**config.mk**
```make
export PLATFORM = sky130hd
export DESIGN_NAME = binary_line_run_length_encoder_flat
export DESIGN_NICKNAME = d
export VERILOG_FILES = /design/src/rtl/core/blrle_pkg.sv /design/src/rtl/core/blrle_ifs.sv /design/src/rtl/core/blrle_core.sv /design/src/rtl/core/blrle_outq.sv /design/src/rtl/core/binary_line_run_length_encoder.sv /design/src/flat_wrapper.sv
export SDC_FILE = /design/constraint.sdc
export NUM_CORES = 1
export LEC_CHECK = 0
export ABC_AREA = 1
export BUFFER_PORTS_ARGS = -buffer_cell sky130_fd_sc_hd__buf_2
export CELL_PAD_IN_SITES_DETAIL_PLACEMENT = 1
export CELL_PAD_IN_SITES_GLOBAL_PLACEMENT = 1
export CORE_MARGIN = 2
export CORE_UTILIZATION = 51
export DETAILED_ROUTE_END_ITERATION = 12
export PLACE_DENSITY_LB_ADDON = 0.12
export SLEW_MARGIN = 20
export SYNTH_ARGS = -nofsm -noshare
export SYNTH_HDL_FRONTEND = slang
export SYNTH_SLANG_ARGS = --single-unit
```
**constraint.sdc**
```tcl
create_clock -name clk -period 11.3 [get_ports clk]
set_input_delay 0.565 -clock clk [delete_from_list [all_inputs] [get_ports clk]]
set_output_delay 0.565 -clock clk [all_outputs]
set_load 0.1 [all_outputs]
```
**src/rtl/core/blrle_pkg.sv**
```systemverilog
`timescale 1ns / 1ps
// ============================================================================
// blrle_pkg
// Types, constants and helper functions shared by the binary line
// run-length encoder.
// ============================================================================
package blrle_pkg;

    localparam int CFG_W      = 13;
    localparam int CFG_MAX    = 2**CFG_W - 1;
    localparam int PIXEL_W    = 8;
    localparam int BYTE_W     = 8;
    localparam int MODE_W     = 2;
    localparam int INDEX_W    = 2;
    localparam int MAX_RES    = 4;
    localparam int RES_IDX_W  = 2;
    localparam int RES_CNT_W  = 3;
    localparam int ACC_W      = 40;
    localparam int ACC_CNT_W  = 6;
    localparam int CODE_LEN_W = 4;
    localparam int QDEPTH     = 4;
    localparam int QPTR_W     = 2;

    typedef enum logic [INDEX_W-1:0] {
        REG_LINE_WIDTH       = 2'd0,
        REG_LINE_COUNT       = 2'd1,
        REG_FIRST_COLOR_MODE = 2'd2
    } reg_index_t;

    localparam logic [MODE_W-1:0] MODE_COLOR_BIT   = 2'd0;
    localparam logic [MODE_W-1:0] MODE_FORCE_BLACK = 2'd1;
    localparam logic [MODE_W-1:0] MODE_FORCE_WHITE = 2'd2;

    typedef struct packed {
        logic [CFG_W-1:0]  line_width;
        logic [CFG_W-1:0]  line_count;
        logic [MODE_W-1:0] mode;
    } cfg_t;

    typedef struct packed {
        logic [MAX_RES-1:0][BYTE_W-1:0] bytes;
        logic [RES_CNT_W-1:0]           count;
        logic                           frame_end;
    } rec_t;

    // max(1, bit length of (tail - 1))
    function automatic logic [CODE_LEN_W-1:0] code_width(input logic [CFG_W-1:0] tail);
        logic [CFG_W-1:0]      t;
        logic [CODE_LEN_W-1:0] w;
        t = (tail == '0) ? '0 : tail - 1'b1;
        w = CODE_LEN_W'(1);
        for (int i = 1; i < CFG_W; i++)
        begin
            if (t[i])
            begin
                w = CODE_LEN_W'(i + 1);
            end
        end
        return w;
    endfunction

endpackage

```
**src/rtl/core/blrle_ifs.sv**
```systemverilog
`timescale 1ns / 1ps
// ============================================================================
// blrle channel interfaces
// Pixel input channel and code byte output channel, valid/ready handshake.
// ============================================================================
interface blrle_pixel_if;
    logic                           valid;
    logic                           ready;
    logic [blrle_pkg::PIXEL_W-1:0]  pixel;

    modport source (output valid, output pixel, input ready);
    modport sink   (input valid, input pixel, output ready);
endinterface

interface blrle_code_if;
    logic                           valid;
    logic                           ready;
    logic [blrle_pkg::BYTE_W-1:0]   code_byte;
    logic                           frame_end;
    logic                           last;

    modport source (output valid, output code_byte, output frame_end, output last, input ready);
    modport sink   (input valid, input code_byte, input frame_end, input last, output ready);
endinterface

```
**src/rtl/core/blrle_core.sv**
```systemverilog
`timescale 1ns / 1ps
// ============================================================================
// blrle_core
// Input register, run tracking and single-pass bit packing of one pixel into
// a record of up to four code bytes.
// ============================================================================
module blrle_core #(
    parameter int MAX_WIDTH = 4096,
    parameter int MAX_LINES = 4096
) (
    input  logic            clk,
    input  logic            rst_n,
    input  blrle_pkg::cfg_t cfg,
    input  logic            restart,
    blrle_pixel_if.sink     pixels,
    output blrle_pkg::rec_t rec,
    output logic            push,
    input  logic            can_push
);
    import blrle_pkg::*;

    localparam int EFF_W = (MAX_WIDTH < CFG_MAX) ? MAX_WIDTH : CFG_MAX;
    localparam int EFF_L = (MAX_LINES < CFG_MAX) ? MAX_LINES : CFG_MAX;
    localparam int LW_W  = $clog2(EFF_W + 1);
    localparam int LC_W  = $clog2(EFF_L + 1);

    logic                   vld_reg;
    logic [PIXEL_W-1:0]     pix_reg;
    logic                   color_reg, color_next;
    logic [LW_W-1:0]        rl_reg, rl_next;
    logic [LW_W-1:0]        rem_reg, rem_next;
    logic [LW_W-1:0]        col_reg, col_next;
    logic [LC_W-1:0]        row_reg, row_next;
    logic [BYTE_W-1:0]      pend_reg, pend_next;
    logic [2:0]             pcnt_reg, pcnt_next;

    logic                   b;
    logic [LW_W-1:0]        width;
    logic [LC_W-1:0]        count;
    logic [CODE_LEN_W-1:0]  w1, w2;
    logic [ACC_W-1:0]       acc, aligned;
    logic [ACC_CNT_W-1:0]   n, sh;
    logic                   eol, fend, pad, fire;
    logic [LC_W:0]          row_inc;
    logic [RES_CNT_W-1:0]   full, nb_full;
    logic [2:0]             tail_bits;

    always_comb
    begin
        b          = |pix_reg;
        width      = cfg.line_width[LW_W-1:0];
        count      = cfg.line_count[LC_W-1:0];
        color_next = color_reg;
        rl_next    = rl_reg;
        rem_next   = rem_reg;
        col_next   = col_reg + 1'b1;
        row_next   = row_reg;
        acc        = ACC_W'(pend_reg);
        n          = ACC_CNT_W'(pcnt_reg);
        w1         = '0;
        w2         = '0;
        fend       = 1'b0;

        if (col_reg == '0)
        begin
            case (cfg.mode)
                MODE_COLOR_BIT:
                begin
                    acc        = {acc[ACC_W-2:0], b};
                    n          = n + 1'b1;
                    color_next = b;
                end
                MODE_FORCE_BLACK: color_next = 1'b0;
                default:          color_next = 1'b1;
            endcase
            rl_next  = LW_W'(1);
            rem_next = width;
        end
        else if (b == color_reg)
        begin
            rl_next = rl_reg + 1'b1;
        end
        else
        begin
            w1         = code_width(CFG_W'(rem_reg));
            acc        = (acc << w1) | ACC_W'(rl_reg - 1'b1);
            n          = n + ACC_CNT_W'(w1);
            rem_next   = rem_reg - rl_reg;
            color_next = ~color_reg;
            rl_next    = LW_W'(1);
        end

        eol     = ({1'b0, col_reg} + 1'b1) >= {1'b0, width};
        row_inc = {1'b0, row_reg} + 1'b1;
        if (eol)
        begin
            w2       = code_width(CFG_W'(rem_next));
            acc      = (acc << w2) | ACC_W'(rl_next - 1'b1);
            n        = n + ACC_CNT_W'(w2);
            col_next = '0;
            if (row_inc >= {1'b0, count})
            begin
                fend     = 1'b1;
                row_next = '0;
            end
            else
            begin
                row_next = row_inc[LC_W-1:0];
            end
        end

        sh        = ACC_CNT_W'(ACC_W) - n;
        aligned   = acc << sh;
        full      = n[ACC_CNT_W-1:3];
        tail_bits = n[2:0];
        nb_full   = (full > RES_CNT_W'(MAX_RES)) ? RES_CNT_W'(MAX_RES) : full;
        pad       = fend && (tail_bits != '0) && (nb_full < RES_CNT_W'(MAX_RES));

        for (int k = 0; k < MAX_RES; k++)
        begin
            rec.bytes[k] = aligned[ACC_W-1-BYTE_W*k -: BYTE_W];
        end
        rec.count     = nb_full + RES_CNT_W'(pad);
        rec.frame_end = fend && (pad || (tail_bits == '0));

        pend_next = fend ? '0 : (acc[BYTE_W-1:0] & ~(8'hFF << tail_bits));
        pcnt_next = fend ? '0 : tail_bits;

        fire         = vld_reg && ((rec.count == '0) || can_push);
        push         = fire && (rec.count != '0);
        pixels.ready = !vld_reg || fire;
    end

    always_ff @(posedge clk or negedge rst_n)
    begin
        if (!rst_n)
        begin
            vld_reg   <= 1'b0;
            color_reg <= 1'b0;
            rl_reg    <= '0;
            rem_reg   <= '0;
            col_reg   <= '0;
            row_reg   <= '0;
            pend_reg  <= '0;
            pcnt_reg  <= '0;
        end
        else if (restart)
        begin
            color_reg <= 1'b0;
            rl_reg    <= '0;
            rem_reg   <= '0;
            col_reg   <= '0;
            row_reg   <= '0;
            pend_reg  <= '0;
            pcnt_reg  <= '0;
        end
        else
        begin
            if (pixels.ready)
            begin
                vld_reg <= pixels.valid;
            end
            if (fire)
            begin
                color_reg <= color_next;
                rl_reg    <= rl_next;
                rem_reg   <= rem_next;
                col_reg   <= col_next;
                row_reg   <= row_next;
                pend_reg  <= pend_next;
                pcnt_reg  <= pcnt_next;
            end
        end
    end

    always_ff @(posedge clk)
    begin
        if (pixels.valid && pixels.ready)
        begin
            pix_reg <= pixels.pixel;
        end
    end

endmodule

```
**src/rtl/core/blrle_outq.sv**
```systemverilog
`timescale 1ns / 1ps
// ============================================================================
// blrle_outq
// Queue of per-pixel byte records; hands the bytes of each record out one
// item at a time.
// ============================================================================
module blrle_outq (
    input  logic            clk,
    input  logic            rst_n,
    input  blrle_pkg::rec_t rec,
    input  logic            push,
    output logic            can_push,
    blrle_code_if.source    codes
);
    import blrle_pkg::*;

    rec_t                  recs_reg [QDEPTH];
    logic [QPTR_W-1:0]     head_reg, tail_reg;
    logic [QPTR_W:0]       cnt_reg;
    logic [RES_IDX_W-1:0]  sub_reg;
    rec_t                  cur;
    logic                  last_byte, pop, take;

    always_comb
    begin
        cur             = recs_reg[head_reg];
        last_byte       = ({1'b0, sub_reg} + 1'b1) == cur.count;
        codes.valid     = cnt_reg != '0;
        codes.code_byte = cur.bytes[sub_reg];
        codes.last      = last_byte;
        codes.frame_end = last_byte && cur.frame_end;
        take            = codes.valid && codes.ready;
        pop             = take && last_byte;
        can_push        = cnt_reg != (QPTR_W + 1)'(QDEPTH);
    end

    always_ff @(posedge clk or negedge rst_n)
    begin
        if (!rst_n)
        begin
            head_reg <= '0;
            tail_reg <= '0;
            cnt_reg  <= '0;
            sub_reg  <= '0;
        end
        else
        begin
            if (push)
            begin
                tail_reg <= tail_reg + 1'b1;
            end
            if (pop)
            begin
                head_reg <= head_reg + 1'b1;
                sub_reg  <= '0;
            end
            else if (take)
            begin
                sub_reg <= sub_reg + 1'b1;
            end
            cnt_reg <= cnt_reg + (QPTR_W + 1)'(push) - (QPTR_W + 1)'(pop);
        end
    end

    always_ff @(posedge clk)
    begin
        if (push)
        begin
            recs_reg[tail_reg] <= rec;
        end
    end

endmodule

```
**src/rtl/core/binary_line_run_length_encoder.sv**
```systemverilog
`timescale 1ns / 1ps
// ============================================================================
// binary_line_run_length_encoder
// Run-length coder for binary images, line by line, packed MSB first.
// ============================================================================
// Takes one pixel per cycle; a pixel is registered, coded from the register
// and its 0 to 4 code bytes are queued as one record (4 records deep). Bytes
// leave one per cycle while the receiver is ready, so one pixel per cycle
// holds while the pixels produce on average no more than one byte each;
// longer bursts of short runs back-pressure the input once the record queue
// fills. A write to index 0 to 2 restarts the frame and drops a partial byte.
module binary_line_run_length_encoder #(
    parameter int MAX_WIDTH = 4096,
    parameter int MAX_LINES = 4096
) (
    input  logic                          clk,
    input  logic                          rst_n,
    input  logic                          write_en,
    input  logic [blrle_pkg::INDEX_W-1:0] write_index,
    input  logic [blrle_pkg::CFG_W-1:0]   write_data,
    blrle_pixel_if.sink                   pixels,
    blrle_code_if.source                  codes
);
    import blrle_pkg::*;

    localparam int EFF_W = (MAX_WIDTH < CFG_MAX) ? MAX_WIDTH : CFG_MAX;
    localparam int EFF_L = (MAX_LINES < CFG_MAX) ? MAX_LINES : CFG_MAX;

    logic [CFG_W-1:0]  width_reg;
    logic [CFG_W-1:0]  count_reg;
    logic [MODE_W-1:0] mode_reg;
    logic              restart;
    cfg_t              cfg;
    rec_t              rec;
    logic              push, can_push;

    function automatic logic [CFG_W-1:0] clamp_len(input logic [CFG_W-1:0] v, input int hi);
        logic [CFG_W-1:0] x;
        x = (v == '0) ? CFG_W'(1) : v;
        if (int'(x) > hi)
        begin
            x = CFG_W'(hi);
        end
        return x;
    endfunction

    always_comb
    begin
        restart = write_en && ((write_index == REG_LINE_WIDTH) ||
                               (write_index == REG_LINE_COUNT) ||
                               (write_index == REG_FIRST_COLOR_MODE));
        cfg.line_width = width_reg;
        cfg.line_count = count_reg;
        cfg.mode       = mode_reg;
    end

    always_ff @(posedge clk or negedge rst_n)
    begin
        if (!rst_n)
        begin
            width_reg <= CFG_W'(1);
            count_reg <= CFG_W'(1);
            mode_reg  <= MODE_COLOR_BIT;
        end
        else if (write_en)
        begin
            unique case (write_index)
                REG_LINE_WIDTH:       width_reg <= clamp_len(write_data, EFF_W);
                REG_LINE_COUNT:       count_reg <= clamp_len(write_data, EFF_L);
                REG_FIRST_COLOR_MODE: mode_reg  <= write_data[MODE_W-1:0];
                default:              ;
            endcase
        end
    end

    blrle_core #(
        .MAX_WIDTH (MAX_WIDTH),
        .MAX_LINES (MAX_LINES)
    ) u_core (
        .clk      (clk),
        .rst_n    (rst_n),
        .cfg      (cfg),
        .restart  (restart),
        .pixels   (pixels),
        .rec      (rec),
        .push     (push),
        .can_push (can_push)
    );

    blrle_outq u_outq (
        .clk      (clk),
        .rst_n    (rst_n),
        .rec      (rec),
        .push     (push),
        .can_push (can_push),
        .codes    (codes)
    );

endmodule

```
**src/flat_wrapper.sv**
```systemverilog
// flat-port wrapper written by rule: the top's interface ports become plain ports
module binary_line_run_length_encoder_flat import blrle_pkg::*;
#(
    parameter int MAX_WIDTH = 4096,
    parameter int MAX_LINES = 4096
)
  (clk, rst_n, write_en, write_index, write_data, pixels_valid, pixels_pixel, pixels_ready, codes_valid, codes_code_byte, codes_frame_end, codes_last, codes_ready);
  blrle_pixel_if pixels_i ();
  blrle_code_if codes_i ();
  input  logic clk;
  input  logic rst_n;
  input  logic write_en;
  input  logic [blrle_pkg::INDEX_W-1:0] write_index;
  input  logic [blrle_pkg::CFG_W-1:0] write_data;
  input wire logic [$bits(pixels_i.valid)-1:0] pixels_valid;
  input wire logic [$bits(pixels_i.pixel)-1:0] pixels_pixel;
  output wire logic [$bits(pixels_i.ready)-1:0] pixels_ready;
  output wire logic [$bits(codes_i.valid)-1:0] codes_valid;
  output wire logic [$bits(codes_i.code_byte)-1:0] codes_code_byte;
  output wire logic [$bits(codes_i.frame_end)-1:0] codes_frame_end;
  output wire logic [$bits(codes_i.last)-1:0] codes_last;
  input wire logic [$bits(codes_i.ready)-1:0] codes_ready;
  assign pixels_i.valid = pixels_valid;
  assign pixels_i.pixel = pixels_pixel;
  assign pixels_ready = pixels_i.ready;
  assign codes_valid = codes_i.valid;
  assign codes_code_byte = codes_i.code_byte;
  assign codes_frame_end = codes_i.frame_end;
  assign codes_last = codes_i.last;
  assign codes_i.ready = codes_ready;
  binary_line_run_length_encoder #(.MAX_WIDTH(MAX_WIDTH), .MAX_LINES(MAX_LINES)) u_core (.clk(clk), .rst_n(rst_n), .write_en(write_en), .write_index(write_index), .write_data(write_data), .pixels(pixels_i), .codes(codes_i));
endmodule
```
### Yosys cells after proc, flatten, opt, wreduce, memory -nomap -nowiden

Memory sizes are Yosys's and may differ from the RTL's.
Index checks and enable logic that the tools add are counted.

* input port bits: 28
* bits in writable memories: 144
* output and inout port bits: 12
* memories: 1
* word-level logic and storage cells: 171
* register bits after elaboration: 110

* shift-type cells: 4
* magnitude comparators: 6
* muxes and demuxes: 74
* equal/unequal tests: 7
* $add $sub $neg: 20
* bitwise logic cells: 6
* reductions and logical operators: 37

Memories
* u_core.u_outq.recs_reg: depth 4, bits a word 36, read ports 1, clocked after memory_dff 0, wr ports 1, line blrle_outq.sv:17 `rec_t recs_reg [QDEPTH];`

Operators by type and width (count)
* $mux 13: 19
* $mux 40: 3
* $mux 4: 26
* $or 40x40->40: 2
* $logic_not 13->1: 4
* $shl 40x4->40: 1
* $shl 40x6->40: 1
* $shl 8x4->40: 1
* $mux 8: 4
* $add 13x1->14 const B: 2
* $ge 14x13->1: 2
* $sub 13x1->14 const B: 2
* $add 13x1->13 const B: 2
* $sub 13x1->13 const B: 2
* $bmux 8 s2: 1
* $gt 13x13->1 const B: 1
* $sub 13x13->13: 1
* $mux 3: 4
* $mux 6: 2
* $reduce_and 2->1: 6
* $logic_and 1x1->1: 10
* $mux 9: 1
* $reduce_bool 3->1: 3
* $and 8x8->8: 1
* 29 further kinds: 53

### Longest topological paths before layout

Gate-level depths: netlist of run 1.

* depth after elaboration: 32
* mapped depth: 51

### Cells and area by module

Synthesis of run 1 repeated with hierarchy kept, for this count alone.

* cell total of the unflattened synthesis: 2606
* area total of the unflattened synthesis: 19037.0 µm²

By module, submodules not included
* blrle_core: cells each 1994, seq. area each 1841.8 µm², times used 1, area an instance 11564.8 µm²
* blrle_outq: cells each 470, seq. area each 4549.4 µm², times used 1, area an instance 6232.2 µm²
* binary_line_run_length_encoder: cells each 142, seq. area each 703.2 µm², times used 1, area an instance 1239.9 µm²

### Worst setup path after synthesis of run 1

OpenSTA, ideal clock, no wires.

* kind: flip-flop to flip-flop
* from: register u_core.u_core.col_reg[0]
* to: memory u_core.u_outq.recs_reg[0][0] (netlist bit) (enable)
* library setup time: 0.429 ns
* setup slack: 3.778 ns
* arrival: 7.093 ns
* data required time: 10.871 ns
* stages on the path, launching flop included: 43
* cell sequence: dfrtp_1 > inv_1 > ha_1 > inv_1 > nor2_1 > nand4_1 > inv_2 > nand2_2 > buf_6 > nand3_1 > nand2_1 > nor2_4 > ha_1 > nand2_1 > nor2_1 > nand2_1 > xor2_1 > nand3_1 > (+7 left out) > ha_1 > inv_1 > o21ai_1 > inv_2 > buf_1 > ha_1 > ha_1 > nor3_1 > ha_1 > ha_1 > nor2_1 > nand2_2 > nand2_1 > nand2_4 > inv_2 > buf_6 > nand2_4 > nor2_1

RTL lines
* start, declared: line blrle_core.sv:32 `logic [LW_W-1:0] col_reg, col_next;`
* start signal, assigned: line blrle_core.sv:168 `col_reg <= col_next;`
* end, declared: line blrle_outq.sv:17

==> results of run 1 <==
cells by family after synthesis:
logic type               count (synthesis)  synth area share (%)
AND/OR/NAND/NOR                       1497                 36.28
buffers and inverters                  388                 8.231
AO/OA/AOI/OAI                          321                 9.844
flip-flops                             253                 38.10
adder cells (fa/ha/maj)                 71                 4.892
XOR/XNOR                                54                 2.540
multiplexers                             2                0.1142
cells in the mapped netlist (all sizes together) (2+ instances only):
library cell  number
o311ai             2
nor3              28
nor4               5
o211ai             9
edfxtp           152
a31oi              8
clkbuf            69
nand2            513
ha                68
o221ai            27
a21o               4
o21a               3
nand3            642
o21ai            195
fa                 3
o22ai             28
dfstp              2
clkinv            10
o21bai             2
or2                6
inv              266
nand4             29
dfrtp             99
xor2              46
buf               43
xnor2              8
nand3b             4
nor2             267
a21oi             40
critical path, delay by kind of cell, from the launching register on:
family          cells  cell delay [ps]
simple gates       19             3660
fa+ha+maj           9             2150
buf+inv            11             1450
compound gates      2              950
flops               1              410
xor+xnor            1              190
through the flow:
| stage | cells | hold slack (ps) |
|---|---|---|
| after floorplan | 2586 | 269.4 |
| final | 3051 | 5.085 |
| after global placement | 2998 | 468.2 |
| after global routing | 3050 | 38.06 |
| after detailed placement | 2998 | 472.8 |
| after CTS | 3050 | 17.55 |
cell type report:
type,instances,area [um^2]
flip-flops and latches,253,7096
well taps,461,576.8
clock inverters,22,285.3
diodes,1,2.502
multi-input cells,1945,10040
fillers,4606,15620
inverters,276,1036
repair buffers,63,377.9
clock buffers,30,708.2
final timing paths:
| check | to | slack (ps) | depth (start not counted) |
|---|---|---|---|
| min reg2reg | u_core.width_reg[9] | 490 | 2 |
| min in group clk | u_core.u_core.pix_reg[7] | 170 | 1 |
| max in group asynchronous | u_core.u_core.pend_reg[6] | 10010 | 2 |
| max reg2reg | u_core.u_outq.cnt_reg[2] | 2320 | 42 |
| min | u_core.u_core.row_reg[3] | 5 | 1 |
| max | u_core.u_outq.cnt_reg[2] | 2320 | 42 |
per-layer routing:
layer	share of wire [%]	up-vias
li1	-	8796
met1	42	9452
met2	49	754
met3	6.4	150
met4	3.3	0
met5	0	-
cell usage in the layout, fill, tap and decap left out, types with 4 or more instances in the layout:
master / count
sky130_fd_sc_hd__nand3_1: 632
sky130_fd_sc_hd__nand2_1: 498
sky130_fd_sc_hd__nor2_1: 251
sky130_fd_sc_hd__inv_1: 246
sky130_fd_sc_hd__edfxtp_1: 152
sky130_fd_sc_hd__o21ai_0: 125
sky130_fd_sc_hd__dfrtp_1: 98
sky130_fd_sc_hd__o21ai_1: 68
sky130_fd_sc_hd__ha_1: 68
sky130_fd_sc_hd__xor2_1: 46
sky130_fd_sc_hd__a21oi_1: 39
sky130_fd_sc_hd__buf_2: 38
sky130_fd_sc_hd__nand4_1: 28
sky130_fd_sc_hd__o22ai_1: 28
sky130_fd_sc_hd__clkbuf_16: 28
sky130_fd_sc_hd__o221ai_1: 27
sky130_fd_sc_hd__nor3_1: 26
sky130_fd_sc_hd__buf_4: 25
sky130_fd_sc_hd__inv_2: 20
sky130_fd_sc_hd__clkinv_1: 14
sky130_fd_sc_hd__nand2_2: 13
sky130_fd_sc_hd__nor2_4: 11
sky130_fd_sc_hd__nand3_2: 10
sky130_fd_sc_hd__o211ai_1: 9
sky130_fd_sc_hd__xnor2_1: 8
sky130_fd_sc_hd__a31oi_1: 7
sky130_fd_sc_hd__nor2_2: 5
sky130_fd_sc_hd__nor4_1: 5
sky130_fd_sc_hd__bufinv_16: 5
sky130_fd_sc_hd__nand3b_1: 4
sky130_fd_sc_hd__a21o_1: 4
==> impl_metrics.toml, run 1 <==
[run_status]
outcome = "completed"

[logic_synthesis]
synth_top_cells_by_area = "sky130_fd_sc_hd__edfxtp_1, sky130_fd_sc_hd__nand3_1, sky130_fd_sc_hd__dfrtp_1"
post_synthesis_register_bit_count = 253
synth_top_area_share_pct = 24.51
synthArstFlopShare_pct = 39.92
postSynth.topFlopCell = "sky130_fd_sc_hd__edfxtp_1"
proportion_of_synthesized_chip_area_in_sequential_cells_pct = 38.10
synthCells = 2586
post_synth_num_cell_types = 53
syn_area_per_cell_um2 = 7.200
ys.warnings.count = 0
syn-cell-area_mm2 = 0.01862
synth-edff-count = 152
synth.net_count = 2685
biggest_area_consumer_among_synthesized_cells = "sky130_fd_sc_hd__edfxtp_1"

[clock_network]
cts_max_level = 1
root_buffer = "sky130_fd_sc_hd__clkbuf_16"
cts_tree = "done"
cts-root-to-sink-buffers = 3
cts_buffers = 28
post-cts-setup-buffers = 0
post_cts_resize_count = 0
worst_skew_pair.late_latency_ps = 590
cts_hold_repair.buffers = 0
clk_pin_slew_worst_paths_ps = 70
cts.sinks = 253

[critical_path]
r2r_start = "u_core.u_core.col_reg[0]"
cp_data_arrival_time_ps = 9420
cp-end-kind = "flop"
setup.worst_path.start_class = "flop"
cp.required_ps = 11750
setup.worst_path.start = "u_core.u_core.col_reg[0]"
timing.critical_path.slowest_cell_delay_ps = 600
critical_path_class = "flop to flop"
timing.critical_path.mode_cell = "sky130_fd_sc_hd__ha_1"
worst_path_max_fanout = 25
critical-path-slowest-cell = "sky130_fd_sc_hd__a21oi_4"

[die]
design.core.area_mm2 = 0.03574
start_util_pct = 52.10
placement_rows = 69
die-area_mm2 = 0.03805
die_height_um = 195.1
fp.dieW_um = 195.1
ios = 40

[layout]
drive_above_1_share_pct = 7.146
final_util_pct = 56.29
final_cell_area_mm2 = 0.02012
synthToLayoutAreaGrowth_pct = 8.043
final_nets = 2666
largest_register_ff_count = 144

[global_route]
use_met3_pct = 4.870
groute.layer.met1.usage_pct = 46.79
grtUsageTotal_pct = 36.62
antenna_found_initial = 1
grt_pass1_vias = 19700
grt_max_degree = 76
met2_usage_pct = 63.85
grt_pass1_wl_um = 110200
busiest_layer = "met2"
grt_remaining_overflow = 0

[sta]
worst_slack_ps = 2324
final.setup_skew_ps = 19.63
slew_viol_final = 0
tns_ps = 0
unrepaired_setup_endpoints_after_global_routing = "no"
tightestPinTransition_ps = 1118
period_needed_ps = 8976
ratio_of_final_minimum_period_to_clock_period_pct = 79.43
setup_viol_count_final = 0
max_freq_mhz = 111.4
final_hold_viol_count = 0
worst_slew_margin_rel_pct = 25.18

[placed_design]
detailedPlace.worstSlack_ps = 2519
place.port_buffers = 39
globalplace.congestion = 0.9992
place_area_mm2 = 0.01912
post-dp-hpwl_um = 51240

[route]
vias = 19150
detail_route.first_pass.iterations = 5
post_drt_wl_per_cell_um = 22.88
via_per_inst = 6.277
drt_iter0_drc = 1766
drc = 0
routed_wirelength_um = 69810
ant_nets = 0

[hold_path]
hp-class = "input port to async pin"

[run]
timing.max_cap.violations = 0
Power of run 1 is left out: the tool's default activity adds up to more than one toggle a clock period on the data nets, which glitch-free logic cannot reach.
==> inputs of run 2 (changes only) <==
--- a/config.mk
+++ b/config.mk
@@ -10,7 +10,7 @@
 export CELL_PAD_IN_SITES_DETAIL_PLACEMENT = 1
 export CELL_PAD_IN_SITES_GLOBAL_PLACEMENT = 1
 export CORE_MARGIN = 2
-export CORE_UTILIZATION = 51
+export CORE_UTILIZATION = 48
 export DETAILED_ROUTE_END_ITERATION = 12
 export PLACE_DENSITY_LB_ADDON = 0.12
 export SLEW_MARGIN = 20
==> constraint.sdc (replaced) <==
create_clock -name clk -period 9.4 [get_ports clk]
set_input_delay 0.47 -clock clk [delete_from_list [all_inputs] [get_ports clk]]
set_output_delay 0.47 -clock clk [all_outputs]
set_load 0.1 [all_outputs]
==> run 2 against run 1 <==
Effect of this change:
- flip-flop and latch count did not move
- global-route usage fell by 3.4 points
- utilization fell by 3.6 points
- final area rose by 0.70%
- register-to-register slack got worse by 1200 ps
- highest routed layer unchanged
==> impl_metrics.toml, run 2 (synthesis gave the netlist of run 1 again) <==
[critical_path]
rr_worst_depth = 43
setup.worst_path.start = "u_core.u_core.col_reg[0]"
cp-end-kind = "output port"
worst_path_max_fanout = 37
cp.required_ps = 8930
worstReg2RegEnd = "u_core.u_outq.cnt_reg[2]"
critical-path-slowest-cell = "sky130_fd_sc_hd__nand2_2"
r2r_start = "u_core.u_core.col_reg[0]"
timing.critical_path.slowest_cell_delay_ps = 480
critPathCapture = "pixels_ready"
critical_path_class = "flop to output port"
setup.worst_path.start_class = "flop"
reg2reg_setup_slack_ps = 1160
cp_data_arrival_time_ps = 7890

[layout]
largest_register_ff_count = 144
synthToLayoutAreaGrowth_pct = 8.802
final_cell_area_mm2 = 0.02026
most_common_cell_after_layout_fill_and_taps_aside = "sky130_fd_sc_hd__nand3_1"
drive_above_1_share_pct = 7.512
final_util_pct = 52.67
n_antenna_cell = 0
final_nets = 2672
most-common-layout-cells = "sky130_fd_sc_hd__nand3_1, sky130_fd_sc_hd__nand2_1, sky130_fd_sc_hd__nor2_1, sky130_fd_sc_hd__inv_1, sky130_fd_sc_hd__edfxtp_1"

[sta]
tns_ps = 0
slew_viol_final = 0
worst_slew_margin_rel_pct = 24.38
final.setup_skew_ps = 21.00
period_needed_ps = 8359
final_hold_viol_count = 0
ratio_of_final_minimum_period_to_clock_period_pct = 88.93
unrepaired_setup_endpoints_after_global_routing = "no"
worst_hold_slack_ps = 77.52
setup_viol_count_final = 0
tightestPinTransition_ps = 1134
max_freq_mhz = 119.6

[run]
timing.max_cap.violations = 0

[placed_design]
globalplace.congestion = 0.9454
post-dp-hpwl_um = 50700
place.port_buffers = 39
place_area_mm2 = 0.01922

[route]
drt_iter0_drc = 1700
drc = 0
detail_route.first_pass.iterations = 5
post_drt_wl_per_cell_um = 21.63
routed_wirelength_um = 67350
ant_nets = 0
vias = 18770
via_per_inst = 6.026

[clock_network]
post-cts-setup-buffers = 0
cts-root-to-sink-buffers = 3
clk_pin_slew_worst_paths_ps = 60
cts_buffers = 29
worst_skew_pair.late_latency_ps = 580
post_cts_resize_count = 0
root_buffer = "sky130_fd_sc_hd__clkbuf_16"
cts.sinks = 253
cts_tree = "done"
cts_hold_repair.buffers = 1
cts_max_level = 1

[hold_path]
hp-class = "input port to flop"

[run_status]
outcome = "completed"

[die]
placement_rows = 72
design.core.area_mm2 = 0.03847
fp.dieW_um = 201.0
ios = 40
die-area_mm2 = 0.04038
die_height_um = 201.0
start_util_pct = 48.41

[global_route]
grt_pass1_vias = 19210
grt_pass1_wl_um = 107100
grt_remaining_overflow = 0
grt_max_degree = 76
antenna_found_initial = 0
grtUsageTotal_pct = 33.23
run 2: changes by cell type in the layout (fill, tap and decap cells not counted), moves of 3 or more:
cell | previous run | this run
sky130_fd_sc_hd__buf_4 | 25 | 29
sky130_fd_sc_hd__clkbuf_8 | 0 | 3
sky130_fd_sc_hd__clkinv_1 | 14 | 10
sky130_fd_sc_hd__clkinvlp_4 | 3 | 6
run 2: metrics by stage:
step | instances | worst slack [ps]
5_1_grt | 3114 | 494.8
6_report | 3114 | 1041
2_1_floorplan | 2586 | 1878
4_1_cts | 3114 | 1124
3_5_place_dp | 3059 | 1349
3_3_place_gp | 3059 | 1573
run 2: layer usage:
layer	part of all wire, %	wire, um	up-vias	GRT usage (%)
li1	-	-	8818	-
met1	45	30460	9261	45.60
met2	47	31740	559	56.02
met3	4.7	3172	128	3.182
met4	2.9	1977	0	9.471
met5	0	0	-	0
run 2: final cells by class:
| type | instances | area, um^2 |
|---|---|---|
| fillers | 4979 | 18210 |
| multi-input cells | 1945 | 10030 |
| flip-flops and latches | 253 | 7096 |
| inverters | 276 | 1036 |
| clock buffers | 33 | 770.7 |
| well taps | 518 | 648.1 |
| repair buffers | 68 | 417.9 |
| clock inverters | 21 | 260.3 |
run 2: critical path: cells and delay by family (launching register included):
family | cells | cell delay, ps
buffers and inverters | 10 | 2200
AND/OR/NAND/NOR | 19 | 2950
flip-flops | 1 | 400
AO/OA/AOI/OAI | 1 | 120
adder cells (fa/ha/maj) | 6 | 1550
run 2: worst min path at each step:
stage | cells after the start | slack, ps | startpoint | endpoint
after global placement | 2 | 470 | u_core.count_reg[1] | u_core.count_reg[1]
final | 1 | 80 | pixels_pixel[0] | u_core.u_core.pix_reg[0]
after floorplan | 0 | 170 | rst_n | u_core.count_reg[10]
after detailed placement | 1 | 480 | rst_n | u_core.u_core.rem_reg[11]
after CTS | 1 | 60 | pixels_pixel[0] | u_core.u_core.pix_reg[0]
after global routing | 1 | 70 | pixels_pixel[3] | u_core.u_core.pix_reg[3]
Power of run 2 is left out for the same reason.
==> inputs of run 3 (changes only) <==
--- a/config.mk
+++ b/config.mk
@@ -5,14 +5,14 @@
 export SDC_FILE = /design/constraint.sdc
 export NUM_CORES = 1
 export LEC_CHECK = 0
-export ABC_AREA = 1
 export BUFFER_PORTS_ARGS = -buffer_cell sky130_fd_sc_hd__buf_2
 export CELL_PAD_IN_SITES_DETAIL_PLACEMENT = 1
 export CELL_PAD_IN_SITES_GLOBAL_PLACEMENT = 1
 export CORE_MARGIN = 2
-export CORE_UTILIZATION = 48
+export CORE_UTILIZATION = 50
 export DETAILED_ROUTE_END_ITERATION = 12
 export PLACE_DENSITY_LB_ADDON = 0.12
+export SKIP_LAST_GASP = 1
 export SLEW_MARGIN = 20
 export SYNTH_ARGS = -nofsm -noshare
 export SYNTH_HDL_FRONTEND = slang
==> run 3 against run 2 <==
Effect of this change:
- worst hold slack lost 16 ps
- critical endpoint unchanged
- die area grew 5.2%
- flip-flop and latch count is the same
- wire length grew 19%
- register-to-register slack lost 560 ps
- utilization grew 1.9 points
- largest cell class unchanged
- sequential share of layout area shrank 3.0 points
- global-route usage grew 4.5 points
- cell count shrank 9.4%
==> impl_metrics.toml, run 3 <==
[run_status]
outcome = "completed"

[logic_synthesis]
post_synth_num_cell_types = 102
synth_top_family_by_area = "compound AO/OA/AOI/OAI gates"
syn_area_per_cell_um2 = 8.915
syn-cell-area_mm2 = 0.02042
synth-edff-count = 152
biggest_area_consumer_among_synthesized_cells = "sky130_fd_sc_hd__edfxtp_1"
post_synthesis_register_bit_count = 253
proportion_of_synthesized_chip_area_in_sequential_cells_pct = 34.73
synth_top_cells_by_area = "sky130_fd_sc_hd__edfxtp_1, sky130_fd_sc_hd__dfrtp_1, sky130_fd_sc_hd__mux4_2"
ys.warnings.count = 0
muxShareOfSynthArea_pct = 8.858
post_synth_xor_area_fraction_pct = 3.173
synth.net_count = 2390
synth-compound-area-share_pct = 24.81
yosysMostFrequentCell = "sky130_fd_sc_hd__nand2_1"
post_synth_fa_ha_maj_area_fraction_pct = 4.460
synth_simple_gate_area_share_pct = 19.35
synthCells = 2291
synth_top_area_share_pct = 22.35
netlist_top_cells_count = "sky130_fd_sc_hd__nand2_1, sky130_fd_sc_hd__nor2_1, sky130_fd_sc_hd__edfxtp_1, sky130_fd_sc_hd__a21oi_1, sky130_fd_sc_hd__o21ai_0"
postSynth.topFlopCell = "sky130_fd_sc_hd__edfxtp_1"
synthArstFlopShare_pct = 39.92

[clock_network]
cts_buffers = 29
root_buffer = "sky130_fd_sc_hd__clkbuf_16"
cts_max_level = 1
clk_pin_slew_worst_paths_ps = 60
cts-root-to-sink-buffers = 3
post-cts-setup-buffers = 0
cts.sinks = 253
worst_skew_pair.late_latency_ps = 590
cts_tree = "done"

[critical_path]
cp_data_arrival_time_ps = 8350
reg2reg_setup_slack_ps = 600
cp.required_ps = 8930
rr_worst_depth = 32
critical_path_class = "flop to output port"
setup.worst_path.start_class = "flop"
cp-end-kind = "output port"
worst_path_max_fanout = 17

[route]
via_per_inst = 7.058
drt_iter0_drc = 1938
post_drt_wl_per_cell_um = 28.45
ant_nets = 0
vias = 19920
drc = 0
detail_route.first_pass.iterations = 7
routed_wirelength_um = 80290

[die]
start_util_pct = 50.36
placement_rows = 74
design.core.area_mm2 = 0.04055
die_height_um = 206.1
die-area_mm2 = 0.04248
fp.dieW_um = 206.1
ios = 40

[sta]
tns_ps = 0
ratio_of_final_minimum_period_to_clock_period_pct = 93.88
final.setup_skew_ps = 13.52
worst_slew_margin_rel_pct = 30.69
tightestPinTransition_ps = 1036
max_freq_mhz = 113.3
worst_slack_ps = 575.2
slew_viol_final = 0
final_hold_viol_count = 0
setup_viol_count_final = 0
period_needed_ps = 8825

[global_route]
grt_pass1_vias = 20130
grt_pass1_wl_um = 123200
grt_max_degree = 61
grtUsageTotal_pct = 37.73
antenna_found_initial = 0
grt_remaining_overflow = 0

[placed_design]
place.port_buffers = 39
post-dp-hpwl_um = 59220
globalplace.congestion = 1.011
detailedPlace.worstSlack_ps = 203.9

[hold_path]
hp-class = "input port to flop"
worstHoldPathCells = 1

[layout]
final_nets = 2367
multi_input_gate_area_in_the_final_layout_mm2 = 0.01245
n_antenna_cell = 0
most-common-layout-cells = "sky130_fd_sc_hd__nand2_1, sky130_fd_sc_hd__nor2_1, sky130_fd_sc_hd__edfxtp_1, sky130_fd_sc_hd__a21oi_1, sky130_fd_sc_hd__o21ai_0"
largest_register_ff_count = 144
register_area_mm2 = 0.007096
most_common_cell_after_layout_fill_and_taps_aside = "sky130_fd_sc_hd__nand2_1"
fill_cells = 4709
synthToLayoutAreaGrowth_pct = 8.374
drive_above_1_share_pct = 12.23

[run]
timing.max_cap.violations = 0
==> run 3: cell count changes in the layout (fill, tap and decap cells not counted), sizes merged, moves of 44 or more <==
cell and change:
a21oi +112, a21o +44, mux2i +50, inv -192, mux4 +48, o21ai -47, nand3 -533, nor2 -67
nand2 -306
==> run 3: repair_timing <==
| item | 4_1_cts | 5_1_grt |
|---|---|---|
| resized for setup | 0 | 10 |
| endpoints found under the hold margin | 41 | 0 |
| hold buffers | 1 | 0 |
| endpoints found under the setup margin | 0 | 211 |
==> run 3: cell type report <==
class | instances | share of cell area, %
Clock buffer | 38 | 3.476
Clock inverter | 15 | 0.6557
Multi-Input combinational cell | 1800 | 56.26
Timing Repair Buffer | 104 | 3.177
Tap cell | 532 | 3.007
Sequential cell | 253 | 32.06
Inverter | 80 | 1.368
==> run 3: final timing paths <==
kind / start / endpoint
worst max-delay path: u_core.u_core.rem_reg[1] / pixels_ready
max in group asynchronous: rst_n / u_core.u_core.row_reg[8]
worst min-delay path: pixels_pixel[4] / u_core.u_core.pix_reg[4]
worst min register to register: u_core.count_reg[5] / u_core.count_reg[5]
min in group asynchronous: rst_n / u_core.u_core.rem_reg[9]
worst max register to register: u_core.u_core.rem_reg[1] / u_core.u_outq.cnt_reg[2]
==> run 3: worst max-delay path, cell delays in order, from the launching register on <==
cell and delay (ps):
sky130_fd_sc_hd__dfrtp_1 480, sky130_fd_sc_hd__inv_1 140, sky130_fd_sc_hd__ha_1 350, sky130_fd_sc_hd__or4b_2 730, sky130_fd_sc_hd__o31ai_1 370, sky130_fd_sc_hd__nand3_1 190, sky130_fd_sc_hd__o32ai_2 390, sky130_fd_sc_hd__o21a_1 380
sky130_fd_sc_hd__inv_2 250, sky130_fd_sc_hd__ha_1 260, sky130_fd_sc_hd__inv_1 60, sky130_fd_sc_hd__fa_1 240, sky130_fd_sc_hd__xnor2_1 120, sky130_fd_sc_hd__o21ai_0 200, sky130_fd_sc_hd__a21oi_1 100, sky130_fd_sc_hd__ha_1 410
sky130_fd_sc_hd__o2111ai_1 270, sky130_fd_sc_hd__a21boi_1 420, sky130_fd_sc_hd__nor2_1 150, sky130_fd_sc_hd__nor3_1 310, sky130_fd_sc_hd__a21oi_1 110, sky130_fd_sc_hd__ha_1 200, sky130_fd_sc_hd__ha_1 250, sky130_fd_sc_hd__xnor2_1 580
sky130_fd_sc_hd__nor3_1 160, sky130_fd_sc_hd__nor2_1 250, sky130_fd_sc_hd__nand2_1 170, sky130_fd_sc_hd__buf_12 210
==> run 3: per-stage QoR <==
step	hold WS, ps	cells	util [%]	instance area [um^2]
floorplan	174.4	2291	-	20420
global placement	463.5	2768	52.17	21160
detailed placement	470.3	2768	52.17	21160
CTS	54.90	2822	54.45	22080
global route	54.05	2822	54.58	22140
finish	61.78	2822	54.58	22140
==> run 3: per-layer routing <==
layer	global-route usage [%]	share of wire, %	vias to the layer above
met1	47.69	40	10000
met4	20.36	6.3	0
met5	0	0	-
li1	-	-	8788
met3	4.462	6.0	237
met2	63.16	47	890
==> run 3: logic make-up after synthesis <==
group | count (synthesis)
AO/OA/AOI/OAI | 734
flip-flops | 253
adder cells (fa/ha/maj) | 71
multiplexers | 118
AND/OR/NAND/NOR | 803
XOR/XNOR | 74
buffers and inverters | 238
Power of run 3 is left out for the same reason.
